[src/rtl/sitda_pkg.sv]
// ----------------------------------------------------------------------------
// Signed integer to decimal ASCII: shared types and constants
// Character codes, BCD adjust constants and the controller state type used by the converter.
// ----------------------------------------------------------------------------
package sitda_pkg;

  localparam int CHAR_W = 6;
  localparam logic [CHAR_W-1:0] CHAR_ZERO  = 6'd48;
  localparam logic [CHAR_W-1:0] CHAR_MINUS = 6'd45;
  localparam logic [3:0] BCD_ADJ_LIMIT = 4'd5;
  localparam logic [3:0] BCD_ADJ_ADD   = 4'd3;

  typedef enum logic [1:0] {
    ST_IDLE,
    ST_CONV,
    ST_SIGN,
    ST_DIGITS
  } sitda_state_t;

endpackage

[src/rtl/signed_int_to_decimal_ascii_top.sv]
// ----------------------------------------------------------------------------
// Signed integer to decimal ASCII converter
// Converts one two's complement integer into its decimal text, one
// character per output transaction, most significant character first.
// ----------------------------------------------------------------------------
//  Channel  Direction  Contents
//  in_      slave      tdata: value (VALUE_WIDTH bits, signed)
//  out_     master     tdata: character (6 bits); tlast: final character
//
// An item passes through an accept step, VALUE_WIDTH shift-and-adjust steps of the
// bit-serial BCD converter, a minus sign step if negative and one step per
// decimal digit position (leading zeros are dropped one a cycle).
// Reset is synchronous and active low and returns the controller to idle.
// A stalled output holds the controller; a new value is taken once the last
// character has been loaded into the output register.
module signed_int_to_decimal_ascii_top
  import sitda_pkg::*;
#(
  parameter int VALUE_WIDTH = 32
) (
  input  logic                                   clk,
  input  logic                                   rst_n,
  input  logic                                   in_tvalid,
  output logic                                   in_tready,
  input  logic [((VALUE_WIDTH+7)/8)*8-1:0]       in_tdata,   // [VALUE_WIDTH-1:0] value
  output logic                                   out_tvalid,
  input  logic                                   out_tready,
  output logic [7:0]                             out_tdata,  // [5:0] character
  output logic                                   out_tlast
);

  localparam int NUM_DIGITS = ((VALUE_WIDTH - 1) * 30103) / 100000 + 1;
  localparam int BCD_W      = 4 * NUM_DIGITS;
  localparam int BIT_CNT_W  = $clog2(VALUE_WIDTH);
  localparam int DIG_CNT_W  = $clog2(NUM_DIGITS + 1);

  sitda_state_t                 state_r, state_nxt;
  logic [VALUE_WIDTH-1:0]       mag_r, mag_nxt;
  logic [BCD_W-1:0]             bcd_r, bcd_nxt;
  logic [BCD_W-1:0]             bcd_adj;
  logic [BIT_CNT_W-1:0]         bit_cnt_r, bit_cnt_nxt;
  logic [DIG_CNT_W-1:0]         dig_cnt_r, dig_cnt_nxt;
  logic                         neg_r, neg_nxt;
  logic                         started_r, started_nxt;
  logic                         out_valid_r, out_valid_nxt;
  logic [CHAR_W-1:0]            out_char_r, out_char_nxt;
  logic                         out_last_r, out_last_nxt;
  logic                         out_free;
  logic [3:0]                   top_digit;
  logic [VALUE_WIDTH-1:0]       in_value;
  logic                         in_neg;

  assign in_value  = in_tdata[VALUE_WIDTH-1:0];
  assign in_neg    = in_value[VALUE_WIDTH-1];
  assign in_tready = (state_r == ST_IDLE);
  assign out_free  = !out_valid_r || out_tready;
  assign top_digit = bcd_r[BCD_W-1 -: 4];

  assign out_tvalid = out_valid_r;
  assign out_tdata  = {2'b00, out_char_r};
  assign out_tlast  = out_last_r;

  always_comb begin
    for (int d = 0; d < NUM_DIGITS; d++) begin
      if (bcd_r[4*d +: 4] >= BCD_ADJ_LIMIT) begin
        bcd_adj[4*d +: 4] = bcd_r[4*d +: 4] + BCD_ADJ_ADD;
      end else begin
        bcd_adj[4*d +: 4] = bcd_r[4*d +: 4];
      end
    end
  end

  always_ff @(posedge clk) begin
    if (!rst_n) begin
      state_r     <= ST_IDLE;
      out_valid_r <= 1'b0;
    end else begin
      state_r     <= state_nxt;
      out_valid_r <= out_valid_nxt;
    end
    mag_r      <= mag_nxt;
    bcd_r      <= bcd_nxt;
    bit_cnt_r  <= bit_cnt_nxt;
    dig_cnt_r  <= dig_cnt_nxt;
    neg_r      <= neg_nxt;
    started_r  <= started_nxt;
    out_char_r <= out_char_nxt;
    out_last_r <= out_last_nxt;
  end

  always_comb begin
    state_nxt     = state_r;
    mag_nxt       = mag_r;
    bcd_nxt       = bcd_r;
    bit_cnt_nxt   = bit_cnt_r;
    dig_cnt_nxt   = dig_cnt_r;
    neg_nxt       = neg_r;
    started_nxt   = started_r;
    out_valid_nxt = out_valid_r && !out_tready;
    out_char_nxt  = out_char_r;
    out_last_nxt  = out_last_r;

    case (state_r)
      ST_IDLE: begin
        if (in_tvalid) begin
          neg_nxt     = in_neg;
          mag_nxt     = in_neg ? (~in_value + 1'b1) : in_value;
          bcd_nxt     = '0;
          bit_cnt_nxt = '0;
          state_nxt   = ST_CONV;
        end
      end
      ST_CONV: begin
        bcd_nxt     = {bcd_adj[BCD_W-2:0], mag_r[VALUE_WIDTH-1]};
        mag_nxt     = {mag_r[VALUE_WIDTH-2:0], 1'b0};
        bit_cnt_nxt = bit_cnt_r + 1'b1;
        if (bit_cnt_r == BIT_CNT_W'(VALUE_WIDTH - 1)) begin
          dig_cnt_nxt = DIG_CNT_W'(NUM_DIGITS);
          started_nxt = 1'b0;
          state_nxt   = neg_r ? ST_SIGN : ST_DIGITS;
        end
      end
      ST_SIGN: begin
        if (out_free) begin
          out_valid_nxt = 1'b1;
          out_char_nxt  = CHAR_MINUS;
          out_last_nxt  = 1'b0;
          state_nxt     = ST_DIGITS;
        end
      end
      ST_DIGITS: begin
        if (top_digit == 4'd0 && !started_r && dig_cnt_r != DIG_CNT_W'(1)) begin
          bcd_nxt     = {bcd_r[BCD_W-5:0], 4'd0};
          dig_cnt_nxt = dig_cnt_r - 1'b1;
        end else if (out_free) begin
          out_valid_nxt = 1'b1;
          out_char_nxt  = CHAR_ZERO + {2'b00, top_digit};
          out_last_nxt  = (dig_cnt_r == DIG_CNT_W'(1));
          bcd_nxt       = {bcd_r[BCD_W-5:0], 4'd0};
          dig_cnt_nxt   = dig_cnt_r - 1'b1;
          started_nxt   = 1'b1;
          if (dig_cnt_r == DIG_CNT_W'(1)) begin
            state_nxt = ST_IDLE;
          end
        end
      end
      default: begin
        state_nxt = ST_IDLE;
      end
    endcase
  end

  a_minus_not_last: assert property (@(posedge clk) disable iff (!rst_n)
    (out_tvalid && out_tdata[5:0] == CHAR_MINUS) |-> !out_tlast)
    else $error("minus sign flagged as final character");

  a_char_range: assert property (@(posedge clk) disable iff (!rst_n)
    out_tvalid |-> (out_tdata[5:0] == CHAR_MINUS ||
                    (out_tdata[5:0] >= CHAR_ZERO && out_tdata[5:0] <= CHAR_ZERO + 6'd9)))
    else $error("character outside the decimal text set");

  a_digits_count: assert property (@(posedge clk) disable iff (!rst_n)
    (state_r == ST_DIGITS) |-> (dig_cnt_r != '0))
    else $error("digit phase entered with no digits left");

  a_accept_starts_conv: assert property (@(posedge clk) disable iff (!rst_n)
    (in_tvalid && in_tready) |=> (state_r == ST_CONV && bit_cnt_r == '0))
    else $error("accepted transaction did not start the conversion");

endmodule

[config.mk]
export PLATFORM = sky130hd
export DESIGN_NAME = signed_int_to_decimal_ascii_top
export DESIGN_NICKNAME = d
export VERILOG_FILES = /design/src/rtl/sitda_pkg.sv /design/src/rtl/signed_int_to_decimal_ascii_top.sv
export SDC_FILE = /design/constraint.sdc
export NUM_CORES = 1
export LEC_CHECK = 0
export ABC_AREA = 0
export BUFFER_PORTS_ARGS = -buffer_cell sky130_fd_sc_hd__buf_4
export CORE_MARGIN = 10
export CORE_UTILIZATION = 45
export DETAILED_ROUTE_END_ITERATION = 8
export HOLD_SLACK_MARGIN = 0.05
export PLACE_DENSITY = 0.72
export SLEW_MARGIN = 15
export SYNTH_ARGS = -nofsm -noshare
export SYNTH_HDL_FRONTEND = slang
export SYNTH_SLANG_ARGS = --single-unit
[constraint.sdc]
create_clock -name clk -period 12.4 [get_ports clk]
set_input_delay 0.62 -clock clk [delete_from_list [all_inputs] [get_ports clk]]
set_output_delay 0.62 -clock clk [all_outputs]
set_load 0.1 [all_outputs]
After elaboration in Yosys (flattened, before gate mapping)
Cells that the tools add are included.

Logic and storage cells: 114. Bits in registers: 93. Input port bits: 36. Output and inout port bits: 11.

Add/sub/neg operators: 14. Reduce and logical (&&, ||, !) cells: 20. Equal/unequal tests: 13. Order comparisons: 10. Bitwise logic cells: 1. Muxes and demuxes: 46.

Operators by type and width (count): 40-bit two-way mux (3); 40-bit case mux with 3 select lines (1); 32-bit two-way mux (2); 32-bit case mux with 2 select lines (1); 4-bit two-way mux (12); 4-bit by 3-bit greater-or-equal comparator with 1-bit output (second input constant) (10); 4-bit by 2-bit adder with 4-bit output (second input constant) (9); 32-bit by 1-bit adder with 32-bit output (second input constant) (1); 32-bit inverter (1); 6-bit two-way mux (3); 2-bit two-way mux (6); 2-bit != test (second input constant) (6); 6-bit case mux with 2 select lines (1); 5-bit case mux with 2 select lines (1); 1-bit two-way mux (9); 2-bit case mux with 4 select lines (1); 4-bit case mux with 2 select lines (1); 4-bit AND reduction (2); 5-bit by 5-bit adder with 6-bit output (first input constant) (1); 1-bit case mux with 2 select lines (3); 3-bit AND reduction (2); 6-bit AND reduction (1); 2-bit nonzero test (3); 5-bit by 1-bit adder with 5-bit output (second input constant) (1); 17 further kinds (23).

Depth between registers and ports, before layout
Gate-level depths: netlist (run 1).

Depth in word-level cells: 5. Gate-level depth with buffers: 8. Depth with buffers taken out: 7.

Least setup slack after synthesis (run 1)
OpenSTA, ideal clock, no wires.

Path kind: register to register. Start point: register state_r[1]. End point: register bcd_r[0] (enable). Slack: 8.492 ns. Data required time: 11.949 ns. Period minus slack after synthesis: 3.908 ns. Data arrival time: 3.457 ns. Library setup time: 0.451 ns. Buffers on the path: 3. Stages on the path, launching flop included: 8. Cells stage by stage: dfxtp_1 -> inv_1 -> ha_1 -> clkbuf_1 -> clkbuf_1 -> clkbuf_1 -> o31ai_1 -> a21oi_1.

Cells in the longest elaborated chain, start to end: 3. Elaborated cells between the ends (all ways): 7. Classes of those cells: eq/ne (4); reduce/logical (3).

RTL lines: start: declaration (line signed_int_to_decimal_ascii_top.sv:37) `sitda_state_t state_r, state_nxt;`; start signal: assignment (line signed_int_to_decimal_ascii_top.sv:78) `state_r <= state_nxt;`; 2-bit == test (tied with other cells) (line signed_int_to_decimal_ascii_top.sv:103) `case (state_r)`; 3-bit != test (no source line) (tied with other cells); 3-bit AND reduction (no source line) (*); end signal: assignment (line signed_int_to_decimal_ascii_top.sv:82) `bcd_r <= bcd_nxt;`; end: declaration (line signed_int_to_decimal_ascii_top.sv:39) `logic [BCD_W-1:0] bcd_r, bcd_nxt;`.

Mark *: on every way between the ends. The rest lies on a longest branch, timed or not. A chain may end at the register's enable or synchronous reset.

Worst setup path in the final report (run 1)
Start point: register state_r[0]. End point: register out_char_r[0] (enable).

Cells in the longest elaborated chain, start to end: 3. Elaborated cells between the ends (all ways): 7. Classes of those cells: eq/ne (5); reduce/logical (2).

RTL lines: 2-bit == test (line signed_int_to_decimal_ascii_top.sv:103); 2-bit != test (no source line) or 2-bit nonzero test (tied branches); 4-bit AND reduction (no source line) (*); end signal: assignment (line signed_int_to_decimal_ascii_top.sv:87) `out_char_r <= out_char_nxt;`; end: declaration (line signed_int_to_decimal_ascii_top.sv:46) `logic [CHAR_W-1:0] out_char_r, out_char_nxt;`.

Marked as above.

==> results of run 1 <==
==> metrics by stage <==
stage               cells  power, mW
finish                763      1.539
global route          763      1.653
CTS                   763      1.545
detailed placement    747      1.291
global placement      747      1.254
floorplan             560      1.128
==> flip-flops by register name, summed over array words and instances, names as in the netlist, 2 cells and up <==
signal and count:
state_r 2, mag_r 32, out_char_r 5, bit_cnt_r 5
bcd_r 40, dig_cnt_r 4
==> logic make-up after synthesis <==
family,after synthesis
buffers and inverters,65
other,2
XOR/XNOR,32
multiplexers,13
adder cells (fa/ha/maj),30
AO/OA/AOI/OAI,148
AND/OR/NAND/NOR,177
flip-flops,92
==> per-layer routing <==
metal	vias up	track usage (%)	wire length, um	part of all wire [%]
met2	116	22.94	5906	48
met5	-	0	0	0
li1	2152	-	-	-
met4	0	4.584	142	1.1
met3	12	3.520	717	5.8
met1	2130	17.72	5590	45
==> how the worst min path moves through the flow <==
stage / from / end / slack (ns) / cells after the start
CTS: rst_n / out_tvalid$_SDFF_PN0_ / 0.53 / 3
finish: rst_n / out_tvalid$_SDFF_PN0_ / 0.53 / 3
global route: mag_r[2]$_DFFE_PP_ / mag_r[3]$_DFFE_PP_ / 0.57 / 1
detailed placement: mag_r[9]$_DFFE_PP_ / mag_r[10]$_DFFE_PP_ / 0.52 / 2
floorplan: state_r[0]$_SDFFE_PN0P_ / state_r[0]$_SDFFE_PN0P_ / 0.48 / 2
global placement: state_r[0]$_SDFFE_PN0P_ / state_r[0]$_SDFFE_PN0P_ / 0.50 / 2
==> Yosys cell counts, types with 8 or more instances <==
master | instances | share of area, %
clkbuf_1 | 22 | 1.4
or4_1 | 8 | 1.0
xnor2_1 | 17 | 2.6
mux2i_1 | 10 | 1.7
nand3_1 | 13 | 1.1
nand2_1 | 32 | 2.1
a221oi_1 | 8 | 1.2
o22ai_1 | 14 | 1.5
ha_1 | 30 | 6.6
nand2b_1 | 22 | 2.4
a22o_1 | 9 | 1.4
nor2_1 | 38 | 2.5
inv_1 | 32 | 2.1
xor2_1 | 15 | 2.3
nor3_1 | 14 | 1.2
edfxtp_1 | 89 | 47
a21oi_1 | 31 | 2.7
o21ai_0 | 35 | 3.1
==> power by group through the flow <==
stage / clock [mW] / combinational [mW] / sequential [mW]
finish: 0.253 / 0.644 / 0.642
CTS: 0.257 / 0.647 / 0.641
global route: 0.270 / 0.723 / 0.661
detailed placement: 0 / 0.645 / 0.646
global placement: 0 / 0.614 / 0.640
floorplan: 0 / 0.475 / 0.653
==> area by class of cell <==
class / instances / area, sq um
Clock buffer: 9 / 225.2
Tap cell: 172 / 215.2
Fill cell: 1134 / 6066
Sequential cell: 92 / 2733
Clock inverter: 7 / 42.54
Multi-Input combinational cell: 403 / 2759
Inverter: 33 / 123.9
Timing Repair Buffer: 47 / 352.8
==> tightest hold or removal path: stages <==
cell and delay [ns]:
buf_4 0.07, inv_1 0.06, nor2_1 0.09
==> flow_metrics.env, run 1 <==
export IMPL_status="finished, final reports clean"
export IMPL_async_flop_share_pct=0
export IMPL_dp_hpwl_um=8450
export IMPL_core_sq_um=12520
export IMPL_setup_ws_ns=9.367
export IMPL_ant_nets=0
export IMPL_path_delay_family="buffers and inverters"
export IMPL_crit_buf_inv=2
export IMPL_start_util_pct=45.70
export IMPL_hold_viol_final=0
export IMPL_netlist_instances=559
export IMPL_drt_initial_drc_count=372
export IMPL_reg2regPathDepth=6
export IMPL_crit_path_end="out_char_r[0]$_SDFFCE_PN1P_"
export IMPL_firstDrtPassIters=5
export IMPL_htree_levels=3
export IMPL_cts_hold_buf=0
export IMPL_grt_max_degree=85
export IMPL_rsz0062_at_grt="no"
export IMPL_crit_path_cell_trace="ha_1, buf_4, clkinv_1, a21oi_1, a21oi_1, nor2_1"
export IMPL_grt_pass1_vias=4355
export IMPL_synthAdderAreaFrac_pct=6.562
export IMPL_dpl_cell_area_sq_um=6183
export IMPL_synthSimpleGateAreaFrac_pct=16.47
export IMPL_track_usage_pct=14.03
export IMPL_worst_ir_drop_vdd_v=0.0001199
export IMPL_p_comb_share_pct=41.8
export IMPL_yosysWarningCount=0
export IMPL_postCtsResizedCells=0
export IMPL_min_path_type="primary input to flop"
export IMPL_ios=47
export IMPL_cts_root_buffer="clkbuf_16"
export IMPL_die_w_um=132.8
export IMPL_final_cell_mix="edfxtp_1 (89), buf_4 (47), nor2_1 (38)"
export IMPL_timing_slew_headroom_pct=28.97
export IMPL_regToRegSetupSlack_ns=9.37
export IMPL_synth_compound_area_share_pct=17.32
export IMPL_synth_edf_count=89
export IMPL_synth_seq_cells=92
export IMPL_vias=4410
export IMPL_post_route_period_util_pct=24.46
export IMPL_chipHeight_um=132.8
export IMPL_final_common_cell="edfxtp_1"
export IMPL_path_common_cell="a21oi_1"
export IMPL_p_leak_nw=2.338
export IMPL_dieArea_sq_um=17620
export IMPL_routedWlPerCell_um=16.20
export IMPL_tns_ns=0
export IMPL_crit_path_top_delay_cell="clkinv_1"
export IMPL_finalNetCount=652
export IMPL_cap_violations=0
export IMPL_design_area_sq_um=6451
export IMPL_grt_overflow_total=0
export IMPL_cp_num_cells=6
export IMPL_worstMarginPinSlew_ns=1.063
export IMPL_avgSynthCellArea_sq_um=10.23
export IMPL_drive_above_1_share_pct=13.03
export IMPL_grt_pass1_wl_um=20770
export IMPL_slew_violations=0
export IMPL_synth_xor_area_share_pct=4.899
export IMPL_critPathLaunch="state_r[0]$_SDFFE_PN0P_"
export IMPL_fin_skew_ns=0.007477
export IMPL_p_int_mw=0.9250
export IMPL_switching_share_pct=39.90
export IMPL_power_share_clock_pct=16.4
export IMPL_cts_sinks=92
export IMPL_gp_congestion=0.8213
export IMPL_synthDistinctLibCells=56
export IMPL_p_switching_mw=0.6141
export IMPL_endpoint_kind="flop"
export IMPL_numPortBuffers=43
export IMPL_insertion_delay_ns=0.35
export IMPL_clockBufferDepth=2
export IMPL_setup_violations=0
export IMPL_antenna_cells=0
export IMPL_vias_per_cell=5.780
export IMPL_synth_top_family_by_area="compound AO/OA/AOI/OAI gates"
export IMPL_seqPwrFrac_pct=41.7
export IMPL_drc_errors=0
export IMPL_synthesis_area_sq_um=5720
export IMPL_antenna_found_initial=0
export IMPL_r2r_start="state_r[0]$_SDFFE_PN0P_"
export IMPL_numCtsBuffers=9
export IMPL_path_max_fanout=29
export IMPL_timing_final_crit_period_ns=3.033
export IMPL_synth_main_ff_cell="edfxtp_1"
export IMPL_max_freq_ghz=0.3297
export IMPL_startpoint_type="flop"
export IMPL_worstSetupPathType="flop to flop"
export IMPL_cpPeakStageDelay_ns=0.66
export IMPL_muxShareOfSynthArea_pct=2.340
export IMPL_post_route_util_pct=51.54
export IMPL_place_ws_ns=9.361
export IMPL_syn_to_final_growth_pct=12.77
export IMPL_reg2reg_to="out_char_r[0]$_SDFFCE_PN1P_"
export IMPL_powerDensity_nw_per_um2=238.6
export IMPL_routed_wl_um=12360
export IMPL_holdWs_ns=0.5306
export IMPL_critPathArrivalTime_ns=3.02
export IMPL_clk_pin_slew_ns=0.07
export IMPL_post_cts_setup_buffers=0
export IMPL_ys_seq_area_share_pct=47.77
export IMPL_cp_required_ns=12.39
export IMPL_rows=41
export IMPL_cts_tree="done"
Note: power is estimated with default switching activity, not from simulation.
==> run 2, diff against run 1 <==
--- a/config.mk
+++ b/config.mk
@@ -11,7 +11,7 @@
 export CORE_UTILIZATION = 45
 export DETAILED_ROUTE_END_ITERATION = 8
 export HOLD_SLACK_MARGIN = 0.05
-export PLACE_DENSITY = 0.72
+export PLACE_DENSITY = 0.74
 export SLEW_MARGIN = 15
 export SYNTH_ARGS = -nofsm -noshare
 export SYNTH_HDL_FRONTEND = slang
==> constraint.sdc (replaced) <==
create_clock -name clk -period 2.4 [get_ports clk]
set_input_delay 0.12 -clock clk [delete_from_list [all_inputs] [get_ports clk]]
set_output_delay 0.12 -clock clk [all_outputs]
set_load 0.1 [all_outputs]
==> run 2 against run 1 <==
Final cell count is 2.4% higher. Setup slack lost 9.1 ns. Wire length is 2.2% higher. Sequential power rose to 5.2 times the previous value. Global-route usage rose by 0.69 points.
==> flow_metrics.env, run 2 (synthesized netlist as in run 1, its figures left out) <==
export IMPL_grt_use_met3_pct=4.845
export IMPL_ios=47
export IMPL_endpoint_kind="flop"
export IMPL_crit_path_end="out_char_r[3]$_SDFFCE_PN1P_"
export IMPL_dp_hpwl_um=9088
export IMPL_cts_sinks=92
export IMPL_clk_pin_slew_ns=0.06
export IMPL_clockBufferDepth=2
export IMPL_globalRouteMet2Util_pct=24.47
export IMPL_reg2regPathDepth=6
export IMPL_htree_levels=3
export IMPL_fin_skew_ns=0.005844
export IMPL_rows=41
export IMPL_cpPeakStageDelay_ns=0.50
export IMPL_routedWlPerCell_um=16.17
export IMPL_postCtsResizedCells=0
export IMPL_ant_nets=0
export IMPL_setup_violations=0
export IMPL_largest_reg_flops=40
export IMPL_numCtsBuffers=9
export IMPL_chipHeight_um=132.8
export IMPL_holdWs_ns=0.1258
export IMPL_critPathLaunch="dig_cnt_r[1]$_SDFFCE_PN1P_"
export IMPL_track_usage_pct=14.72
export IMPL_vias_per_cell=5.711
export IMPL_drt_initial_drc_count=476
export IMPL_worst_ir_drop_vdd_v=0.0005948
export IMPL_insertion_delay_ns=0.35
export IMPL_start_util_pct=45.70
export IMPL_antenna_cells=0
export IMPL_path_max_fanout=6
export IMPL_cp_required_ns=2.39
export IMPL_use_met1_pct=17.80
export IMPL_numPortBuffers=43
export IMPL_post_route_period_util_pct=89.38
export IMPL_cap_violations=0
export IMPL_grt_max_degree=41
export IMPL_crit_path_top_delay_cell="or3b_2"
export IMPL_reg2reg_to="out_char_r[3]$_SDFFCE_PN1P_"
export IMPL_firstDrtPassIters=5
export IMPL_worstMarginPinSlew_ns=0.5294
export IMPL_min_path_type="primary input to flop"
export IMPL_drive_above_1_share_pct=15.27
export IMPL_max_freq_ghz=0.4662
export IMPL_reg_top3="bcd_r (40), mag_r (32)"
export IMPL_rsz0062_at_grt="no"
export IMPL_core_sq_um=12520
export IMPL_routed_wl_um=12630
export IMPL_top_register="bcd_r"
export IMPL_dieArea_sq_um=17620
export IMPL_finalNetCount=670
export IMPL_regToRegSetupSlack_ns=0.25
export IMPL_p_leak_nw=2.436
export IMPL_die_w_um=132.8
export IMPL_startpoint_type="flop"
export IMPL_grt_pass1_vias=4590
export IMPL_powerDensity_nw_per_um2=1235
export IMPL_drc_errors=0
export IMPL_worstSetupPathType="flop to flop"
export IMPL_antenna_found_initial=0
export IMPL_path_common_cell="a21oi_1"
export IMPL_hold_viol_final=0
export IMPL_gp_congestion=0.8532
export IMPL_grt_pass1_wl_um=21710
export IMPL_crit_path_cell_trace="inv_1, ha_1, or3b_2, a21oi_1, a21oi_1, nor2_1"
export IMPL_vias=4460
export IMPL_timing_final_crit_period_ns=2.145
export IMPL_final_common_cell="edfxtp_1"
export IMPL_critPathArrivalTime_ns=2.14
export IMPL_status="finished, final reports clean"
export IMPL_top_usage_layer="met2"
export IMPL_tns_ns=0
export IMPL_cts_root_buffer="clkbuf_16"
export IMPL_slew_violations=0
export IMPL_final_cell_mix="edfxtp_1 (89), buf_4 (63), nor2_1 (38)"
export IMPL_cts_tree="done"
export IMPL_syn_to_final_growth_pct=15.73
export IMPL_power_mw=8.178
export IMPL_grt_overflow_total=0
export IMPL_timing_slew_headroom_pct=64.67
export IMPL_r2r_start="dig_cnt_r[1]$_SDFFCE_PN1P_"
-- run 2: cell count changes in the layout (fill, tap and decap cells not counted) --
cell and delta:
buf_4 +16, buf_12 +1, bufinv_16 +1, clkbuf_1 +1, clkinv_1 +1, clkinv_2 -1, clkinvlp_4 -1, dlygate4sd3_1 +1
ha_1 -1, ha_2 +1, inv_6 -1
-- run 2: metal layers --
metal | routed length [um] | part of all wire, % | vias to the layer above
met5 | 0 | 0 | -
met4 | 104 | 0.82 | 0
met3 | 792 | 6.3 | 14
met2 | 6247 | 49 | 145
met1 | 5487 | 43 | 2114
li1 | - | - | 2187
-- run 2: metrics by stage --
step | worst slack, ns | std cells | cell area (sq um) | utilization [%]
floorplan | 0.04421 | 560 | 5753 | -
CTS | 0.2515 | 781 | 6620 | 52.89
finish | 0.2550 | 781 | 6620 | 52.89
global placement | 0.1764 | 764 | 6326 | 50.54
detailed placement | 0.1110 | 764 | 6326 | 50.54
global route | 0.1185 | 781 | 6620 | 52.89
-- run 2: worst min-delay path by stage --
stage,to,cells after the start,startpoint,slack (ns)
floorplan,neg_r$_DFFE_PP_,0,in_tdata[31],0.22
global placement,out_tvalid$_SDFF_PN0_,3,rst_n,0.38
detailed placement,state_r[0]$_SDFFE_PN0P_,3,rst_n,0.40
CTS,mag_r[0]$_SDFFCE_PP0P_,3,in_tdata[0],0.11
global route,mag_r[0]$_SDFFCE_PP0P_,3,in_tdata[0],0.13
finish,mag_r[0]$_SDFFCE_PP0P_,3,in_tdata[0],0.13
-- run 2: repair_timing --
item,4_1_cts,5_1_grt
hold buffers,1,0
buffers inserted,0,0
endpoints found under the hold margin,2,0
-- run 2: layout make-up --
type,instances,area (sq um)
sequential,92,2733
timing repair buffer,65,503.0
clock buffer,10,229.0
clock inverter,6,55.05
inverter,33,123.9
fill,1150,5897
multi-input combinational,403,2761
tap,172,215.2
-- run 2: power breakdown --
part,switching [mW],internal (mW),total (mW)
logic,2.11,1.35,3.46
clock network,0.606,0.798,1.40
registers,0.472,2.84,3.31
-- run 2: critical path: cells and delay by family (launching register included) --
| kind | cells | cell delay, ns |
|---|---|---|
| AND/OR/NAND/NOR | 2 | 0.88 |
| AO/OA/AOI/OAI | 2 | 0.28 |
| buffers and inverters | 1 | 0.10 |
| flip-flops | 1 | 0.39 |
| adder cells (fa/ha/maj) | 1 | 0.14 |
==> run 3, diff against run 2 <==
--- a/config.mk
+++ b/config.mk
@@ -12,7 +12,8 @@
 export DETAILED_ROUTE_END_ITERATION = 8
 export HOLD_SLACK_MARGIN = 0.05
 export PLACE_DENSITY = 0.74
-export SLEW_MARGIN = 15
+export REMOVE_ABC_BUFFERS = 1
+export SLEW_MARGIN = 20
 export SYNTH_ARGS = -nofsm -noshare
 export SYNTH_HDL_FRONTEND = slang
 export SYNTH_SLANG_ARGS = --single-unit
==> run 3 against run 2 <==
Count of clock-buffer cells in the layout increased by 1. Non-clock buffer count decreased by 9. Sequential power about the same. Fmax increased by 1.0%. Critical path type unchanged. Flip-flop and latch count unchanged. Final cell count decreased by 1.2%. Hold slack got worse by 0.057 ns. First-iteration DRC count decreased by 20%. Clock power about the same.
==> flow_metrics.env, run 3 (synthesized netlist as in run 1, its figures left out) <==
export IMPL_post_route_period_util_pct=88.46
export IMPL_numCtsBuffers=9
export IMPL_reg2regPathDepth=6
export IMPL_fin_cells=772
export IMPL_largest_reg_flops=40
export IMPL_dp_hpwl_um=8606
export IMPL_final_cell_mix="edfxtp_1 (89), buf_4 (53), nor2_1 (38)"
export IMPL_holdPathEnd="out_tvalid$_SDFF_PN0_"
export IMPL_routed_wl_um=12280
export IMPL_crit_buf_inv=2
export IMPL_top_register="bcd_r"
export IMPL_timing_final_crit_period_ns=2.123
export IMPL_grt_max_degree=84
export IMPL_final_common_cell="edfxtp_1"
export IMPL_min_path_type="primary input to flop"
export IMPL_grt_pass1_vias=4485
export IMPL_worstMarginPinSlew_ns=0.6496
export IMPL_worstSetupPathType="flop to flop"
export IMPL_ant_nets=0
export IMPL_cts_tree="done"
export IMPL_grt_pass1_wl_um=20670
export IMPL_cts_sinks=92
export IMPL_regToRegSetupSlack_ns=0.28
export IMPL_max_freq_ghz=0.4710
export IMPL_place_ws_ns=0.1392
export IMPL_vias_per_cell=5.806
export IMPL_worst_ir_drop_vdd_v=0.0006281
export IMPL_rsz0062_at_grt="no"
export IMPL_antenna_cells=0
export IMPL_path_max_fanout=40
export IMPL_insertion_delay_ns=0.35
export IMPL_clk_pin_slew_ns=0.06
export IMPL_numPortBuffers=43
export IMPL_cap_violations=0
export IMPL_setup_violations=0
export IMPL_vias=4482
export IMPL_hold_depth=3
export IMPL_drt_initial_drc_count=380
export IMPL_core_sq_um=12520
export IMPL_cpPeakStageDelay_ns=0.39
export IMPL_setup_ws_ns=0.2771
export IMPL_chipHeight_um=132.8
export IMPL_fin_skew_ns=0.006855
export IMPL_hold_viol_final=0
export IMPL_endpoint_kind="flop"
export IMPL_slew_violations=0
export IMPL_reg2reg_to="bcd_r[15]$_DFFE_PP_"
export IMPL_routedWlPerCell_um=15.91
export IMPL_cts_root_buffer="clkbuf_16"
export IMPL_powerDensity_nw_per_um2=1236
export IMPL_htree_levels=3
export IMPL_postCtsResizedCells=0
export IMPL_crit_path_cell_trace="inv_1, ha_1, nor4b_1, a21oi_1, a21oi_4, buf_12"
export IMPL_reg_top3="bcd_r (40), mag_r (32)"
export IMPL_r2r_start="bcd_r[36]$_DFFE_PP_"
export IMPL_path_delay_family="compound AO/OA/AOI/OAI gates"
export IMPL_firstDrtPassIters=5
export IMPL_post_cts_setup_buffers=0
export IMPL_cts_hold_buf=0
export IMPL_multi_input_area_sq_um=2759
export IMPL_drive_above_1_share_pct=14.17
export IMPL_status="finished, final reports clean"
export IMPL_clockBufferDepth=2
export IMPL_critPathArrivalTime_ns=2.16
export IMPL_regArea_sq_um=2733
export IMPL_die_w_um=132.8
export IMPL_antenna_found_initial=0
export IMPL_grt_overflow_total=0
export IMPL_gp_congestion=0.8750
export IMPL_start_util_pct=45.70
export IMPL_place_inst=755
export IMPL_hp_start="rst_n"
export IMPL_drc_errors=0
export IMPL_syn_to_final_growth_pct=14.92
export IMPL_ios=47
export IMPL_dieArea_sq_um=17620
export IMPL_cp_required_ns=2.43
export IMPL_track_usage_pct=13.86
export IMPL_timing_slew_headroom_pct=56.30
export IMPL_crit_path_top_delay_cell="edfxtp_1"
export IMPL_fillers=1135
export IMPL_rows=41
export IMPL_finalNetCount=661
export IMPL_p_leak_nw=2.403
export IMPL_startpoint_type="flop"
-- run 3: cell types whose count changed in the layout (fill, tap and decap cells not counted) --
cell / before / now
buf_4: 63 / 53
buf_12: 1 / 3
clkinv_1: 4 / 2
clkbuf_1: 1 / 2
clkinv_2: 1 / 2
dlygate4sd3_1: 1 / 0
ha_1: 28 / 29
ha_2: 2 / 1
-- run 3: cell type report --
type / instances / share of cell area [%]
Clock buffer: 11 / 3.540
Clock inverter: 5 / 0.7994
Inverter: 33 / 1.884
Multi-Input combinational cell: 403 / 41.97
Sequential cell: 92 / 41.57
Tap cell: 172 / 3.274
Timing Repair Buffer: 56 / 6.966
-- run 3: worst max-delay path by stage --
stage | from | end | slack [ns] | depth (start not counted)
2_1_floorplan | state_r[1]$_SDFFE_PN0P_ | bit_cnt_r[0]$_SDFFCE_PN0P_ | -2.71 | 4
3_3_place_gp | in_tdata[0] | mag_r[30]$_DFFE_PP_ | 0.20 | 7
3_5_place_dp | in_tdata[0] | mag_r[30]$_DFFE_PP_ | 0.14 | 7
4_1_cts | bcd_r[36]$_DFFE_PP_ | bcd_r[15]$_DFFE_PP_ | 0.26 | 6
5_1_grt | bcd_r[37]$_DFFE_PP_ | bcd_r[15]$_DFFE_PP_ | 0.07 | 6
6_report | bcd_r[36]$_DFFE_PP_ | bcd_r[15]$_DFFE_PP_ | 0.28 | 6
-- run 3: worst reg2reg max path, stage by stage, from the launching register on --
cell and delay [ns]:
edfxtp_1 0.39, inv_1 0.15, ha_1 0.15, nor4b_1 0.39
a21oi_1 0.24, a21oi_4 0.21, buf_12 0.25
-- run 3: where the power goes --
group / total, mW / leakage, nW / switching [mW] / internal (mW)
registers: 3.32 / 0.894 / 0.478 / 2.84
logic: 3.42 / 1.37 / 2.09 / 1.33
clock network: 1.39 / 0.141 / 0.592 / 0.803
total: 8.13 / 2.40 / 3.16 / 4.97
-- run 3: metal layers --
layer / part of all wire [%] / global-route usage [%]
met5: 0 / 0
met4: 0.69 / 3.606
met3: 6.9 / 4.504
met2: 48 / 22.36
met1: 44 / 17.49
-- run 3: per-stage QoR --
stage | setup TNS [ns] | area [sq um] | util [%] | hold WS (ns) | total power, mW
floorplan | -219.53 | 5590 | - | 0.2189 | 5.782
global placement | 0 | 6269 | 50.08 | 0.4062 | 6.542
detailed placement | 0 | 6269 | 50.08 | 0.4284 | 6.736
CTS | 0 | 6554 | 52.36 | 0.06320 | 8.148
global route | 0 | 6574 | 52.52 | 0.07518 | 8.729
finish | 0 | 6574 | 52.52 | 0.06846 | 8.128
